==> config.mk <==
export PLATFORM = sky130hd
export DESIGN_NAME = button_gesture_led_blinker
export DESIGN_NICKNAME = d
export VERILOG_FILES = /design/src/hw/rtl/bglb_pkg.sv /design/src/hw/rtl/button_gesture_led_blinker.sv
export SDC_FILE = /design/constraint.sdc
export NUM_CORES = 1
export LEC_CHECK = 0
export BUFFER_PORTS_ARGS = -buffer_cell sky130_fd_sc_hd__buf_2
export CORE_MARGIN = 2
export CORE_UTILIZATION = 45
export CTS_BUF_LIST = sky130_fd_sc_hd__clkbuf_8
export DETAILED_ROUTE_END_ITERATION = 8
export GPL_TIMING_DRIVEN = 0
export RECOVER_POWER = 100
export SYNTH_ARGS = -nofsm -noshare
export SYNTH_HDL_FRONTEND = slang
export SYNTH_SLANG_ARGS = --single-unit
==> constraint.sdc <==
create_clock -name clk -period 4.7 [get_ports clk]
set_input_delay 0.47 -clock clk [delete_from_list [all_inputs] [get_ports clk]]
set_output_delay 0.47 -clock clk [all_outputs]
set_load 0.02 [all_outputs]
==> src/hw/rtl/bglb_pkg.sv <==
// Package for the button gesture LED blinker.
// Holds the gesture and LED mode codes, field widths and register reset values.
// No dependencies.
package bglb_pkg;

	localparam int unsigned DebounceW = 8;
	localparam int unsigned CountW    = 16;
	localparam int unsigned CfgDataW  = 16;
	localparam int unsigned CfgIdxW   = 2;

	typedef enum logic [1:0] {
		G_IDLE    = 2'd0,
		G_PRESSED = 2'd1,
		G_HELD    = 2'd2
	} gesture_t;

	typedef enum logic [1:0] {
		M_OFF  = 2'd0,
		M_SLOW = 2'd1,
		M_FAST = 2'd2
	} mode_t;

	typedef enum logic [CfgIdxW-1:0] {
		R_DEBOUNCE = 2'd0,
		R_HOLD     = 2'd1,
		R_SLOW     = 2'd2,
		R_FAST     = 2'd3
	} reg_idx_t;

	localparam logic [DebounceW-1:0] DebounceReset = 8'd20;
	localparam logic [CountW-1:0]    HoldReset     = 16'd1000;
	localparam logic [CountW-1:0]    SlowReset     = 16'd500;
	localparam logic [CountW-1:0]    FastReset     = 16'd100;

	localparam logic [DebounceW-1:0] LockoutMax = '1;
	localparam logic [CountW-1:0]    CountMax   = '1;

endpackage

==> src/hw/rtl/button_gesture_led_blinker.sv <==
// Top level of the button gesture LED blinker.
// Debounce, short/long press detection and LED blink generation in one pass.
// Depends on bglb_pkg.
//
// Usage:
// Each input word is one millisecond tick carrying the sampled button level
// (button_down). Each accepted word produces exactly one result word with the
// LED level, the gesture state, the LED mode and the chosen speed, all as they
// stand after that tick.
// The result is registered: a word is shown on the output channel in the cycle
// after it is accepted. Throughput is one word per cycle while the receiver
// keeps up; the limit is the single state update that each tick performs.
// in_ready is high whenever the output register is empty or being emptied in
// the same cycle, so a stalled receiver stops the input only while a result
// is still waiting; no word is dropped or repeated.
// Reset clears all state (LED high, idle, off, slow) and loads the register
// defaults: debounce 20, hold 1000, slow half-period 500, fast 100.
// Registers are written through cfg_we/cfg_index/cfg_wdata at any edge; they
// should only change while no tick is in flight.
module button_gesture_led_blinker (
	input  logic                          clk,
	input  logic                          arst_n,
	input  logic                          cfg_we,
	input  logic [bglb_pkg::CfgIdxW-1:0]  cfg_index,
	input  logic [bglb_pkg::CfgDataW-1:0] cfg_wdata,
	input  logic                          in_valid,
	output logic                          in_ready,
	input  logic                          button_down,
	output logic                          out_valid,
	input  logic                          out_ready,
	output logic                          led_level,
	output logic [1:0]                    gesture_state,
	output logic [1:0]                    led_mode,
	output logic                          speed_fast
);

	logic [bglb_pkg::DebounceW-1:0] debounce_q;
	logic [bglb_pkg::CountW-1:0]    hold_ticks_q;
	logic [bglb_pkg::CountW-1:0]    slow_half_q;
	logic [bglb_pkg::CountW-1:0]    fast_half_q;

	logic                           last_level_q;
	logic [bglb_pkg::DebounceW-1:0] lockout_q;
	bglb_pkg::gesture_t             gesture_q;
	logic [bglb_pkg::CountW-1:0]    hold_cnt_q;
	bglb_pkg::mode_t                mode_q;
	logic                           speed_q;
	logic [bglb_pkg::CountW-1:0]    blink_cnt_q;
	logic                           led_q;
	logic                           out_valid_q;

	logic                           in_fire;
	logic [bglb_pkg::DebounceW-1:0] lockout_inc;
	logic                           edge_ok;
	logic [bglb_pkg::DebounceW-1:0] lockout_d;
	bglb_pkg::gesture_t             gesture_d;
	logic [bglb_pkg::CountW-1:0]    hold_inc;
	logic [bglb_pkg::CountW-1:0]    hold_cnt_d;
	bglb_pkg::mode_t                mode_d;
	logic                           speed_d;
	logic [bglb_pkg::CountW-1:0]    blink_inc;
	logic [bglb_pkg::CountW-1:0]    blink_cnt_d;
	logic [bglb_pkg::CountW-1:0]    half_sel;
	logic                           led_d;

	assign in_ready = !out_valid_q || out_ready;
	assign in_fire  = in_valid && in_ready;

	// Configuration registers.
	always_ff @(posedge clk or negedge arst_n) begin
		if (!arst_n) begin
			debounce_q   <= bglb_pkg::DebounceReset;
			hold_ticks_q <= bglb_pkg::HoldReset;
			slow_half_q  <= bglb_pkg::SlowReset;
			fast_half_q  <= bglb_pkg::FastReset;
		end else if (cfg_we) begin
			unique case (bglb_pkg::reg_idx_t'(cfg_index))
				bglb_pkg::R_DEBOUNCE: debounce_q   <= cfg_wdata[bglb_pkg::DebounceW-1:0];
				bglb_pkg::R_HOLD:     hold_ticks_q <= cfg_wdata;
				bglb_pkg::R_SLOW:     slow_half_q  <= cfg_wdata;
				bglb_pkg::R_FAST:     fast_half_q  <= cfg_wdata;
				default: ;
			endcase
		end
	end

	// One tick of the gesture and blink state.
	always_comb begin
		lockout_inc = (lockout_q == bglb_pkg::LockoutMax) ? lockout_q
			: lockout_q + bglb_pkg::DebounceW'(1);
		edge_ok     = (button_down != last_level_q) && (lockout_inc >= debounce_q);
		lockout_d   = edge_ok ? '0 : lockout_inc;

		gesture_d  = gesture_q;
		hold_cnt_d = hold_cnt_q;
		mode_d     = mode_q;
		speed_d    = speed_q;
		hold_inc   = (hold_cnt_q == bglb_pkg::CountMax) ? hold_cnt_q
			: hold_cnt_q + bglb_pkg::CountW'(1);

		if (edge_ok) begin
			if (gesture_q == bglb_pkg::G_IDLE) begin
				gesture_d  = bglb_pkg::G_PRESSED;
				hold_cnt_d = '0;
			end else begin
				// A short press toggles between off and the current speed.
				if (gesture_q == bglb_pkg::G_PRESSED) begin
					mode_d = (mode_q == bglb_pkg::M_OFF)
						? (speed_q ? bglb_pkg::M_FAST : bglb_pkg::M_SLOW)
						: bglb_pkg::M_OFF;
				end
				gesture_d = bglb_pkg::G_IDLE;
			end
		end else if (gesture_q != bglb_pkg::G_IDLE) begin
			hold_cnt_d = hold_inc;
			if (hold_inc >= hold_ticks_q) begin
				if (button_down) begin
					gesture_d  = bglb_pkg::G_HELD;
					speed_d    = !speed_q;
					mode_d     = speed_q ? bglb_pkg::M_SLOW : bglb_pkg::M_FAST;
					hold_cnt_d = '0;
				end else begin
					// The release edge was lost to the debounce window.
					gesture_d = bglb_pkg::G_IDLE;
				end
			end
		end

		half_sel    = (mode_d == bglb_pkg::M_FAST) ? fast_half_q : slow_half_q;
		blink_inc   = (blink_cnt_q == bglb_pkg::CountMax) ? blink_cnt_q
			: blink_cnt_q + bglb_pkg::CountW'(1);
		led_d       = led_q;
		blink_cnt_d = blink_inc;
		if (mode_d == bglb_pkg::M_OFF) begin
			led_d       = 1'b1;
			blink_cnt_d = '0;
		end else if (blink_inc >= half_sel) begin
			led_d       = !led_q;
			blink_cnt_d = '0;
		end
	end

	// The state registers double as the result register.
	always_ff @(posedge clk or negedge arst_n) begin
		if (!arst_n) begin
			last_level_q <= 1'b0;
			lockout_q    <= '0;
			gesture_q    <= bglb_pkg::G_IDLE;
			hold_cnt_q   <= '0;
			mode_q       <= bglb_pkg::M_OFF;
			speed_q      <= 1'b0;
			blink_cnt_q  <= '0;
			led_q        <= 1'b1;
		end else if (in_fire) begin
			last_level_q <= button_down;
			lockout_q    <= lockout_d;
			gesture_q    <= gesture_d;
			hold_cnt_q   <= hold_cnt_d;
			mode_q       <= mode_d;
			speed_q      <= speed_d;
			blink_cnt_q  <= blink_cnt_d;
			led_q        <= led_d;
		end
	end

	always_ff @(posedge clk or negedge arst_n) begin
		if (!arst_n) begin
			out_valid_q <= 1'b0;
		end else if (in_fire) begin
			out_valid_q <= 1'b1;
		end else if (out_ready) begin
			out_valid_q <= 1'b0;
		end
	end

	assign out_valid     = out_valid_q;
	assign led_level     = led_q;
	assign gesture_state = gesture_q;
	assign led_mode      = mode_q;
	assign speed_fast    = speed_q;

	a_off_led_high: assert property (@(posedge clk) disable iff (!arst_n)
		(mode_q == bglb_pkg::M_OFF) |-> led_q)
		else $error("LED not high while mode is off");

	a_mode_matches_speed: assert property (@(posedge clk) disable iff (!arst_n)
		(mode_q != bglb_pkg::M_OFF) |->
			((mode_q == bglb_pkg::M_SLOW && !speed_q) ||
			 (mode_q == bglb_pkg::M_FAST && speed_q)))
		else $error("Blink mode disagrees with chosen speed");

	a_edge_clears_lockout: assert property (@(posedge clk) disable iff (!arst_n)
		(in_fire && edge_ok) |=> (lockout_q == '0))
		else $error("Accepted edge did not restart the lockout");

	a_fire_gives_result: assert property (@(posedge clk) disable iff (!arst_n)
		in_fire |=> out_valid_q)
		else $error("Accepted tick produced no result word");

	a_speed_only_on_hold: assert property (@(posedge clk) disable iff (!arst_n)
		(in_fire && (speed_d != speed_q)) |-> (gesture_d == bglb_pkg::G_HELD))
		else $error("Speed changed outside a hold");

endmodule

After elaboration in Yosys (flattened, before gate mapping):

Cells that the tools add are included.

* add/sub/neg operators: 3
* $mul: 0
* divide/modulo/power cells: 0
* order comparisons: 3
* equal/unequal tests: 10
* shift operators: 0
* muxes and demuxes: 30
* bitwise logic cells: 1
* reductions and logical operators: 23

Operator list (count)
* 16-bit two-way mux: 10
* 16-bit by 1-bit adder with 16-bit output, second input constant: 2
* 16-bit == test, second input constant: 2
* 16-bit >= comparator: 2
* 2-bit two-way mux: 13
* 8-bit two-way mux: 2
* 2-bit AND reduction: 5
* 2-bit nonzero test: 5
* 8-bit by 1-bit adder with 8-bit output, second input constant: 1
* 8-bit == test, second input constant: 1
* 8-bit >= comparator: 1
* 2-bit logical NOT: 4
* 2-bit == test, second input constant: 3
* 3-bit AND reduction: 2
* 1-bit two-way mux: 5
* 5-bit AND reduction: 1
* 2-bit by 1-bit == test with 1-bit output, second input constant: 2
* 1-bit logical NOT: 3
* 1-bit logical AND: 2
* 2-bit by 1-bit inequality test with 1-bit output, second input constant: 1
* 1-bit logical OR: 1
* 1-bit inequality test: 1
* 1-bit inverter: 1

* flip-flop bits (word level): 104
* bits in latches: 0
* bits in writable memories: 0
* ROM bits: 0
* input port bits: 24
* output and inout port bits: 8
* logic and storage cells: 83
* memories: 0

Depth between registers and ports, before layout:

Gate-level depths: netlist of run 1.

* depth in word-level cells: 11
* mapped depth: 26
* gate-level depth less buffers: 24

Worst setup path after synthesis of run 1:

No wires, ideal clock.

* path kind: register to register
* start point: reg hold_cnt_q[3] (netlist bit)
* end point: reg blink_cnt_q[0] (netlist bit)
* setup time: 0.065 ns
* arrival: 5.154 ns
* data required time: 4.635 ns
* path slack: -0.519 ns
* cell stages (with the launch flop): 25
* buffers on the path: 2
* clock period less this slack: 5.219 ns
* path through: dfrtp_1 -> clkbuf_1 -> nand4_1 -> nor4_4 -> nor2_1 -> nand2_1 -> nor2_1 -> xor2_1 -> ha_1 -> nand2_1 -> nor3_2 -> or4b_4 -> a31oi_4 -> a2111o_1 -> o211a_1 -> buf_6 -> mux2_1 -> ha_1 -> nor3b_1 -> o21ai_1 -> a211oi_1 -> o31a_1 -> o311ai_2 -> nor4_1 -> a211o_1

* cells in the longest elaborated chain, start to end: 11
* elaborated cells between the ends (all ways): 13
* classes of those cells: add/sub (1); order compare (2); eq/ne (2); mux (7); reduce/logical (1)

Ends and longest elaborated chain
* start: declaration: RTL line button_gesture_led_blinker.sv:45 `logic [bglb_pkg::CountW-1:0] hold_cnt_q;`
* start signal: assignment: RTL line button_gesture_led_blinker.sv:158 `hold_cnt_q <= hold_cnt_d;`
* 16-bit by 1-bit adder with 16-bit output or 16-bit == test (tied branches): RTL line button_gesture_led_blinker.sv:99, button_gesture_led_blinker.sv:98
* 16-bit two-way mux *: RTL line button_gesture_led_blinker.sv:98 `hold_inc = (hold_cnt_q == bglb_pkg::CountMax) ? hold_cnt_q`
* 16-bit >= comparator *: RTL line button_gesture_led_blinker.sv:116 `if (hold_inc >= hold_ticks_q) begin`
* 2-bit two-way mux *: RTL line button_gesture_led_blinker.sv:116
* 2-bit two-way mux *: RTL line button_gesture_led_blinker.sv:114 `end else if (gesture_q != bglb_pkg::G_IDLE) begin`
* 2-bit two-way mux *: RTL line button_gesture_led_blinker.sv:101 `if (edge_ok) begin`
* 2-bit == test: RTL line button_gesture_led_blinker.sv:129 `half_sel = (mode_d == bglb_pkg::M_FAST) ? fast_half_q : slow_half_q;`
* 16-bit two-way mux: RTL line button_gesture_led_blinker.sv:129
* 16-bit >= comparator: RTL line button_gesture_led_blinker.sv:137 `end else if (blink_inc >= half_sel) begin`
* 16-bit two-way mux: RTL line button_gesture_led_blinker.sv:137
* 16-bit two-way mux *: RTL line button_gesture_led_blinker.sv:134 `if (mode_d == bglb_pkg::M_OFF) begin`
* end signal: assignment: RTL line button_gesture_led_blinker.sv:161 `blink_cnt_q <= blink_cnt_d;`
* end: declaration: RTL line button_gesture_led_blinker.sv:48 `logic [bglb_pkg::CountW-1:0] blink_cnt_q;`

Every way passes the cells marked *; elsewhere a longest branch is shown, timed or not.
A chain may end at the register's enable or synchronous reset.

Worst setup path in the final report of run 1:

* start point: reg hold_cnt_q[0] (netlist bit)
* end point: reg blink_cnt_q[11] (netlist bit)

Same word-level chain as after synthesis.

==> results of run 1 <==
synthesized netlist by cell type, types with 5 or more instances:
cell type  number  area [µm²]
o21a_1          5       37.54
nand4_1        16       100.1
nand3_1        22       110.1
ha_1           45       563.0
mux2_2         53       596.8
a21oi_1        26       130.1
o21ai_1        12       60.06
a31oi_1        11       68.82
dfstp_2        18       473.0
dfrtp_1        86        2152
a21o_1          6       45.04
and2_1         12       75.07
a22o_1          9       78.83
xor2_1          9       78.83
nand2_1        58       217.7
a31o_1          8       70.07
mux2i_1        15       150.1
nor2_1         37       138.9
and3_1          5       31.28
clkbuf_1       14       52.55
o21ai_0        19       95.09
nand2b_1       11       68.82
xnor2_1        20       175.2
nor3_1         11       55.05
inv_1          30       112.6
cell usage in the layout, fill, tap and decap left out, types with 21 or more instances in the layout:
cell | synthesis | routed
buf_4 | 0 | 40
o21ai_0 | 19 | 21
clkbuf_1 | 14 | 24
dfrtp_1 | 86 | 83
ha_1 | 45 | 43
inv_1 | 30 | 31
buf_2 | 3 | 21
nand2_1 | 58 | 55
nor2_1 | 37 | 32
a21oi_1 | 26 | 22
nand3_1 | 22 | 21
mux2_2 | 53 | 51
cell families after synthesis:
family                   count (synthesis)  share of synthesized area
AO/OA/AOI/OAI                          121                     0.1334
XOR/XNOR                                29                    0.04079
adder cells (fa/ha/maj)                 45                    0.09042
buffers and inverters                   52                    0.03496
flip-flops                             104                     0.4215
multiplexers                            71                     0.1254
AND/OR/NAND/NOR                        191                     0.1535
power by group:
group          internal, W  leakage, nW  switching [W]  total, W
registers          0.00104         1.29      0.0000958   0.00114
logic             0.000312         1.97       0.000349  0.000661
clock network     0.000313        0.114       0.000314  0.000627
total              0.00167         3.37       0.000759   0.00243
layer usage:
layer | vias to the layer above | global-route usage | routed length (µm)
met5 | - | 0 | 0
met4 | 0 | 0.05532 | 69
met3 | 4 | 0.04635 | 367
met2 | 66 | 0.3697 | 7503
met1 | 2383 | 0.2792 | 6846
li1 | 2383 | - | -
through the flow:
| step | instance area (µm²) | hold WS [ns] |
|---|---|---|
| floorplan | 6282 | 0.1744 |
| global placement | 6658 | 0.4876 |
| detailed placement | 6688 | 0.4926 |
| CTS | 7377 | 0.1301 |
| global route | 7431 | 0.3053 |
| finish | 7431 | 0.3077 |
path summary, 6_finish.rpt:
| kind | startpoint | end | slack, ns | cells after the start |
|---|---|---|---|---|
| worst max-delay path | hold_cnt_q[0] | blink_cnt_q[11] | -0.78 | 27 |
| worst min-delay path | in_valid | out_valid | 0.31 | 2 |
| worst max register to register | hold_cnt_q[0] | blink_cnt_q[11] | -0.78 | 27 |
| worst min register to register | fast_half_q[4] | fast_half_q[4] | 0.51 | 1 |
| max in group asynchronous | arst_n | hold_cnt_q[6] | 1.14 | 2 |
| min in group asynchronous | arst_n | blink_cnt_q[15] | 0.94 | 1 |
critical path, stage by stage, from the launching register on:
cell and delay (ns):
dfrtp_1 0.40, ha_2 0.21, nand4_1 0.16, nor4_4 0.05, buf_4 0.16, or2_4 0.25, nor3_4 0.23, xor2_2 0.11
ha_1 0.32, nand2_2 0.07, nor3_4 0.21, or4b_4 0.52, a31oi_4 0.20, buf_6 0.13, nand3b_1 0.09, o211a_1 0.15
buf_6 0.15, buf_6 0.12, mux2i_2 0.14, ha_1 0.33, nand2_1 0.08, o21ai_2 0.21, a211oi_2 0.09, buf_4 0.15
o31ai_4 0.29, nor2_4 0.08, buf_6 0.16, a221o_1 0.28
final cells by class:
cell class / instances / area share
buffer: 21 / 0.01734
clock buffer: 10 / 0.01852
clock inverter: 5 / 0.01094
inverter: 30 / 0.01515
multi-input combinational: 457 / 0.4848
sequential: 104 / 0.3538
tap: 176 / 0.02963
timing repair buffer: 77 / 0.06988
registers in the layout (all words and copies together) (netlist names):
name and cells:
hold_cnt_q 16, gesture_state 2, blink_cnt_q 16, fast_half_q 16, speed_fast 1, lockout_q 8, hold_ticks_q 16, slow_half_q 16
last_level_q 1, out_valid 1, led_mode 2, debounce_q 8, led_level 1
repair_timing:
action | 4_1_cts | 5_1_grt
pin swaps | 41 | 19
endpoints found under the setup margin | 33 | 33
hold endpoints to repair | 0 | 0
gates cloned | 2 | 0
buffers inserted | 35 | 9
gates resized for setup | 42 | 11
==> reports/metrics.yaml, run 1 <==
layout:
  final_nets: 769
  drive_above_1_share: 0.2884
  antenna_cells: 0
  final_cell_count_no_fill: 880
  layout-area-overhead-vs-synth_pct: 19.33
  fin_util: 0.5545
  multi_input_area_mm2: 0.003602
  register_area_mm2: 0.002629
  fill_cells: 1213
status:
  outcome: "finished with violations"
  violations: "max-capacitance violations, max-slew violations, negative setup slack"
floorplan:
  core_area_mm2: 0.01340
  die_area_mm2: 0.01480
  die_x_um: 121.6
  num_rows: 42
  die_h_um: 121.6
  start_util: 0.4647
  pin_count: 32
synth:
  synth_area_mm2: 0.006227
  synth_edf_count: 0
  yosysWarnings: 0
  ys_types: 60
  async_flop_share: 1.000
  synth_seq_area_share: 0.4215
  ys_ff_latch: 104
  yosys_most_used_dff: "dfrtp_1"
  syn-instance-count: 613
  syn_nets: 682
  avgSynthCellArea_um2: 10.16
detailed_routing:
  viasPerCell: 5.495
  dr.pass1.iters: 5
  drt_iter0_drc: 256
  wl_per_cell_um: 16.80
  ant_nets: 0
  routed-via-count: 4836
  drc_errors: 0
  wl_um: 14790
clocking:
  path_clk_slew_ns: 0.10
  clock_latency_ns: 0.38
  cts_tree: "yes"
  ctsLongestPathBuffers: 2
  htree_levels: 3
  cts_buffers: 9
  cts-root-buf: "clkbuf_8"
  clock_sinks: 104
  postCtsHoldBufs: 0
job:
  drv_cap: 1
sta:
  finClkSkew_ns: 0.01002
  hold_violations: 0
  worst_slew_pin_slew_ns: 2.702
  timing.final.crit_share: 1.167
  rsz0062_at_grt: "yes"
  setup_viol: 17
  tns_ns: -11.59
  finalCriticalPeriod_ns: 5.484
  report.final.slew_viol_count: 50
  max_clock_freq_mhz: 182.4
  max_slew_margin: -0.8014
  fin_ws_ns: -0.7838
global_routing:
  grt_pass1_vias: 4876
  antenna_found_initial: 0
  grt_pass1_wl_um: 24850
  grt_usage: 0.2160
  grt_overflow: 0
  grt_start_max_net_pins: 57
critical_path:
  worstSetupStartpointType: "register"
  worstPathRequired_ns: 4.97
  crit_fanout: 5
  cp_data_arrival_time_ns: 5.76
  cp-end-kind: "register"
  criticalPathCategory: "reg2reg"
placement:
  gp_congestion: 0.8416
  pre_cts_ws_ns: -1.384
  numPortBuffers: 31
  dp.cells: 821
  place_hpwl_um: 10630
worst_hold_path:
  hold_path_class: "in2reg"
pwr:
  p_total_w: 0.002427
  ir_drop_mv: 0.2668
  power_density_mw_per_mm2: 326.7
  p_leak_nw: 3.373
(Power assumes the default switching activity.)
==> inputs of run 2 (changes only) <==
Settings changed: BUFFER_PORTS_ARGS -buffer_cell sky130_fd_sc_hd__buf_2 to unset, DONT_BUFFER_PORTS set to 1.
==> run 2 against run 1 <==
The flow still finishes with violations (max-capacitance violations, max-slew violations, negative setup slack); register-to-register slack about the same; largest power group unchanged; core utilization down 0.99 points; wire length up 0.31%; first-iteration DRC count up 5.5%; critical path type unchanged; critical endpoint is now blink_cnt_q[9]; hold slack worse by 0.13 ns.
==> reports/metrics.yaml, run 2 (same netlist as run 1, synthesis figures left out) <==
sta:
  rsz0062_at_grt: "yes"
  finalCriticalPeriod_ns: 5.471
  hold_violations: 0
  setup_viol: 17
  worst_slew_pin_slew_ns: 2.642
  timing.final.crit_share: 1.164
  max_slew_margin: -0.7613
  fin_ws_ns: -0.7706
  report.final.slew_viol_count: 105
  max_clock_freq_mhz: 182.8
  finClkSkew_ns: 0.01372
global_routing:
  antenna_found_initial: 0
  grt_pass1_vias: 4880
  grt_usage: 0.2085
  grt_pass1_wl_um: 24200
  grt_overflow: 0
  grt_start_max_net_pins: 105
detailed_routing:
  ant_nets: 0
  drc_errors: 0
  wl_um: 14830
  wl_per_cell_um: 17.53
  dr.pass1.iters: 4
  drt_iter0_drc: 270
  routed-via-count: 4780
  viasPerCell: 5.650
pwr:
  power_switching_w: 0.0007726
  p_comb_frac: 0.261
  seq_power_share: 0.460
  ir_drop_mv: 0.2023
  switching_share: 0.3114
  p_leak_nw: 3.295
  power.internal_w: 0.001708
  power_density_mw_per_mm2: 339.9
  pwr-share-clk: 0.278
  p_total_w: 0.002481
clocking:
  htree_levels: 3
  cts-root-buf: "clkbuf_8"
  cts_buffers: 9
  clock_latency_ns: 0.39
  path_clk_slew_ns: 0.11
  ctsLongestPathBuffers: 2
  clock_sinks: 104
  cts_tree: "yes"
layout:
  fin_area_mm2: 0.007298
  drive_above_1_share: 0.2687
  final_common_cell: "dfrtp_1"
  layout.cells.most_common_list: "84 x dfrtp_1, 55 x nand2_1, 52 x mux2_2"
  antenna_cells: 0
  final_nets: 734
  layout-area-overhead-vs-synth_pct: 17.20
critical_path:
  crit_slowest_cell: "or4b_4"
  cp_data_arrival_time_ns: 5.75
  criticalPathCategory: "reg2reg"
  r2r_setup_slack_ns: -0.77
  cpPeakStageDelay_ns: 0.53
  cp-end-kind: "register"
  worstPathRequired_ns: 4.98
  crit_fanout: 6
  worstSetupStartpointType: "register"
placement:
  gp_congestion: 0.8368
  postPlaceCellArea_mm2: 0.006502
  numPortBuffers: 0
  pre_cts_ws_ns: -1.404
  place_hpwl_um: 10320
floorplan:
  die_x_um: 121.6
  pin_count: 32
  die_h_um: 121.6
  die_area_mm2: 0.01480
  num_rows: 42
  start_util: 0.4647
  core_area_mm2: 0.01340
job:
  drv_cap: 1
status:
  outcome: "finished with violations"
  violations: "max-capacitance violations, max-slew violations, negative setup slack"
worst_hold_path:
  hold_path_class: "in2reg"
run 2: cell types whose count changed in the layout (fill, tap and decap cells not counted), sizes merged:
| cell | previous run | this run |
|---|---|---|
| buf | 70 | 48 |
| clkbuf | 38 | 24 |
| inv | 32 | 31 |
| clkinv | 1 | 3 |
| bufinv | 2 | 3 |
run 2: worst paths after layout:
path,from,endpoint,depth (start not counted)
worst min-delay path,in_valid,out_valid,1
worst max register to register,hold_cnt_q[0],blink_cnt_q[9],26
worst min register to register,fast_half_q[12],fast_half_q[12],1
min in group asynchronous,arst_n,blink_cnt_q[9],1
max in group asynchronous,arst_n,hold_cnt_q[4],1
worst max-delay path,hold_cnt_q[0],blink_cnt_q[9],26
run 2: worst max-delay path: cells and delay by family, from the launching register on:
| family | cells | cell delay [ns] |
|---|---|---|
| AOI/OAI and AO/OA | 7 | 1.40 |
| xor gates and xnor gates | 1 | 0.10 |
| adders and majority gates | 3 | 0.74 |
| buffers and inverters | 4 | 0.64 |
| DFF | 1 | 0.43 |
| muxes | 1 | 0.31 |
| and+or+nand+nor | 10 | 1.72 |
run 2: metal layers:
| metal | global-route usage | vias to the layer above | part of all wire |
|---|---|---|---|
| met4 | 0.06178 | 0 | 0.013 |
| met1 | 0.2685 | 2370 | 0.45 |
| met3 | 0.04167 | 21 | 0.042 |
| met2 | 0.3560 | 90 | 0.50 |
| met5 | 0 | - | 0 |
| li1 | - | 2299 | - |
run 2: power by group through the flow:
stage                     sequential (W)  clock (W)  combinational [W]
final                            0.00114   0.000691           0.000648
after global routing             0.00116   0.000740           0.000737
after CTS                        0.00114   0.000703           0.000618
after detailed placement         0.00115          0           0.000547
after global placement           0.00115          0           0.000523
after floorplan                  0.00113          0           0.000431
run 2: layout make-up:
cell class                      count  area, µm²
Timing Repair Buffer               42      349.1
Buffer                             21      123.9
Sequential cell                   104       2628
Tap cell                          176      220.2
Inverter                           30      112.6
Fill cell                        1187       6102
Clock buffer                        9      123.9
Clock inverter                      7      117.6
Multi-Input combinational cell    457       3623
run 2: per-stage QoR:
step | hold WS [ns] | setup TNS, ns | utilization | std cells
3_5_place_dp | 0.1796 | -29.18 | 0.4852 | 789
5_1_grt | 0.1659 | -18.63 | 0.5446 | 846
2_1_floorplan | 0.1744 | -3.363 | - | 613
3_3_place_gp | 0.1787 | -26.19 | 0.4852 | 789
6_report | 0.1812 | -11.35 | 0.5446 | 846
4_1_cts | 0.02643 | -19.17 | 0.5329 | 834
run 2: what timing repair did:
| action | 4_1_cts | 5_1_grt |
|---|---|---|
| pin swaps | 25 | 27 |
| setup endpoints to repair | 33 | 33 |
| endpoints found under the hold margin | 104 | 0 |
| gates resized for setup | 25 | 27 |
| cloned | 1 | 1 |
| buffers inserted | 27 | 12 |
| hold buffers | 1 | 0 |
==> inputs of run 3 (changes only) <==
Clock period 4.7 ns to 5.1 ns, I/O delays scaled along.
==> run 3 against run 2 <==
The run still ends with max-capacitance violations, max-slew violations, negative setup slack left; via count shrank 0.25%; critical path type unchanged; core utilization shrank 0.34 points; sequential share of layout area grew 0.22 points; global-route usage grew 0.60 points; largest cell class unchanged; die area is the same; clock power shrank 32%; hold slack gained 0.036 ns; first-iteration DRC count shrank 8.1%; fmax shrank 1.7%; sequential cell count is the same; critical endpoint unchanged; clock-buffer cell count is the same; power shrank 13%.
==> reports/metrics.yaml, run 3 (same netlist as run 1, synthesis figures left out) <==
clocking:
  clock_latency_ns: 0.39
  cts_buffers: 9
  htree_levels: 3
  ctsLongestPathBuffers: 2
  clock_sinks: 104
  path_clk_slew_ns: 0.10
  cts-root-buf: "clkbuf_8"
  cts_tree: "yes"
global_routing:
  grt_pass1_wl_um: 24410
  grt_busiest_layer: "met2"
  antenna_found_initial: 0
  grt_use_met1: 0.2633
  use_met2: 0.3680
  grt_pass1_vias: 4780
  grt_overflow: 0
  grt_usage: 0.2145
  grt_use_met3: 0.06507
  grt_start_max_net_pins: 105
layout:
  multi_input_area_mm2: 0.003662
  register_area_mm2: 0.002628
  fin_area_mm2: 0.007253
  fill_cells: 1204
  final_common_cell: "dfrtp_1"
  layout.cells.most_common_list: "84 x dfrtp_1, 56 x nand2_1, 52 x mux2_2"
  antenna_cells: 0
  layout-area-overhead-vs-synth_pct: 16.48
  drive_above_1_share: 0.2746
  final_nets: 734
placement:
  gp_congestion: 0.8357
  numPortBuffers: 0
  postPlaceCellArea_mm2: 0.006454
  place_hpwl_um: 10170
floorplan:
  die_h_um: 121.6
  start_util: 0.4647
  pin_count: 32
  core_area_mm2: 0.01340
  num_rows: 42
  die_x_um: 121.6
  die_area_mm2: 0.01480
sta:
  max_slew_margin: -0.7250
  hold-worst-slack_ns: 0.2176
  finClkSkew_ns: 0.008059
  fin_ws_ns: -0.4641
  finalCriticalPeriod_ns: 5.564
  setup_viol: 17
  hold_violations: 0
  tns_ns: -6.172
  rsz0062_at_grt: "yes"
  max_clock_freq_mhz: 179.7
  timing.final.crit_share: 1.091
  report.final.slew_viol_count: 105
  worst_slew_pin_slew_ns: 2.587
status:
  violations: "max-capacitance violations, max-slew violations, negative setup slack"
  outcome: "finished with violations"
critical_path:
  cp-end-kind: "register"
  crit_fanout: 7
  worstSetupStartpointType: "register"
  worstPathRequired_ns: 5.43
  criticalPathCategory: "reg2reg"
  cp_data_arrival_time_ns: 5.90
  rr_startpoint: "hold_cnt_q[0]"
  startpoint: "hold_cnt_q[0]"
detailed_routing:
  wl_um: 14610
  drt_iter0_drc: 248
  wl_per_cell_um: 17.27
  routed-via-count: 4768
  ant_nets: 0
  dr.pass1.iters: 4
  viasPerCell: 5.636
  drc_errors: 0
worst_hold_path:
  min_from: "cfg_wdata[4]"
  hold_path_class: "in2reg"
pwr:
  power_density_mw_per_mm2: 296.5
  ir_drop_mv: 0.1658
  p_total_w: 0.002151
  p_leak_nw: 3.228
job:
  drv_cap: 1
==> run 3: changes by cell type in the layout (fill, tap and decap cells not counted), moves of 3 or more <==
| cell | delta |
|---|---|
| mux2i_4 | +3 |
| clkinvlp_4 | +3 |
| nor2_1 | +4 |
| ha_2 | +3 |
| inv_1 | +3 |
| nor2_2 | -4 |
| mux2i_1 | -4 |
| bufinv_16 | -3 |
==> run 3: through the flow <==
step           instances    util  setup WS [ns]
6_report             846  0.5413        -0.4641
5_1_grt              846  0.5413        -0.7478
4_1_cts              835  0.5285        -0.4087
3_5_place_dp         789  0.4816        -0.9943
3_3_place_gp         789  0.4816        -0.9372
2_1_floorplan        613       -       -0.01143
==> run 3: area by class of cell <==
type	count	share of cell area
Multi-Input combinational cell	457	0.5049
Clock buffer	9	0.01708
Sequential cell	104	0.3623
Buffer	22	0.01760
Tap cell	176	0.03036
Inverter	30	0.01553
Timing Repair Buffer	41	0.04640
Clock inverter	7	0.005865
==> run 3: metal layers <==
| layer | wire length [µm] | up-vias |
|---|---|---|
| met5 | 0 | - |
| li1 | - | 2313 |
| met4 | 240 | 0 |
| met1 | 6307 | 2345 |
| met3 | 597 | 22 |
| met2 | 7465 | 88 |
==> run 3: worst paths after layout <==
check / endpoint / slack (ns) / cells past startpoint
min in group asynchronous: blink_cnt_q[8] / 0.91 / 1
hold / removal: debounce_q[4] / 0.22 / 2
hold reg to reg: debounce_q[4] / 0.51 / 2
setup / recovery: blink_cnt_q[9] / -0.46 / 26
setup reg to reg: blink_cnt_q[9] / -0.46 / 26
max in group asynchronous: hold_cnt_q[4] / 2.49 / 1
==> run 3: power by group <==
group	total, W	switching [W]	internal (W)
Clock	0.000469	0.000296	0.000173
Sequential	0.00105	0.0000899	0.000961
Combinational	0.000631	0.000322	0.000309
==> run 3: repair_timing <==
| item | 4_1_cts | 5_1_grt |
|---|---|---|
| hold endpoints to repair | 104 | 0 |
| buffers inserted | 28 | 11 |
| gates resized for setup | 45 | 28 |
| gates cloned | 1 | 1 |
| pin swaps | 31 | 25 |
| setup endpoints to repair | 26 | 33 |
| hold buffers | 1 | 0 |
==> run 3: critical path: stages, from the launching register on <==
cell and delay, ns:
dfrtp_1 0.40, ha_2 0.21, nand4_1 0.15, nor4_4 0.06, buf_4 0.17, or2_4 0.25, nor3_4 0.24, xor2_2 0.12
ha_1 0.32, nand2_2 0.08, nor3_4 0.19, or4b_4 0.52, a31oi_4 0.23, a2111o_1 0.16, o211a_1 0.18, buf_6 0.17
buf_12 0.15, mux2i_2 0.22, ha_1 0.29, a21oi_2 0.19, o21ai_2 0.10, a211oi_2 0.23, o31a_1 0.31, o311ai_4 0.18
buf_6 0.17, nor2_1 0.08, a221o_1 0.10
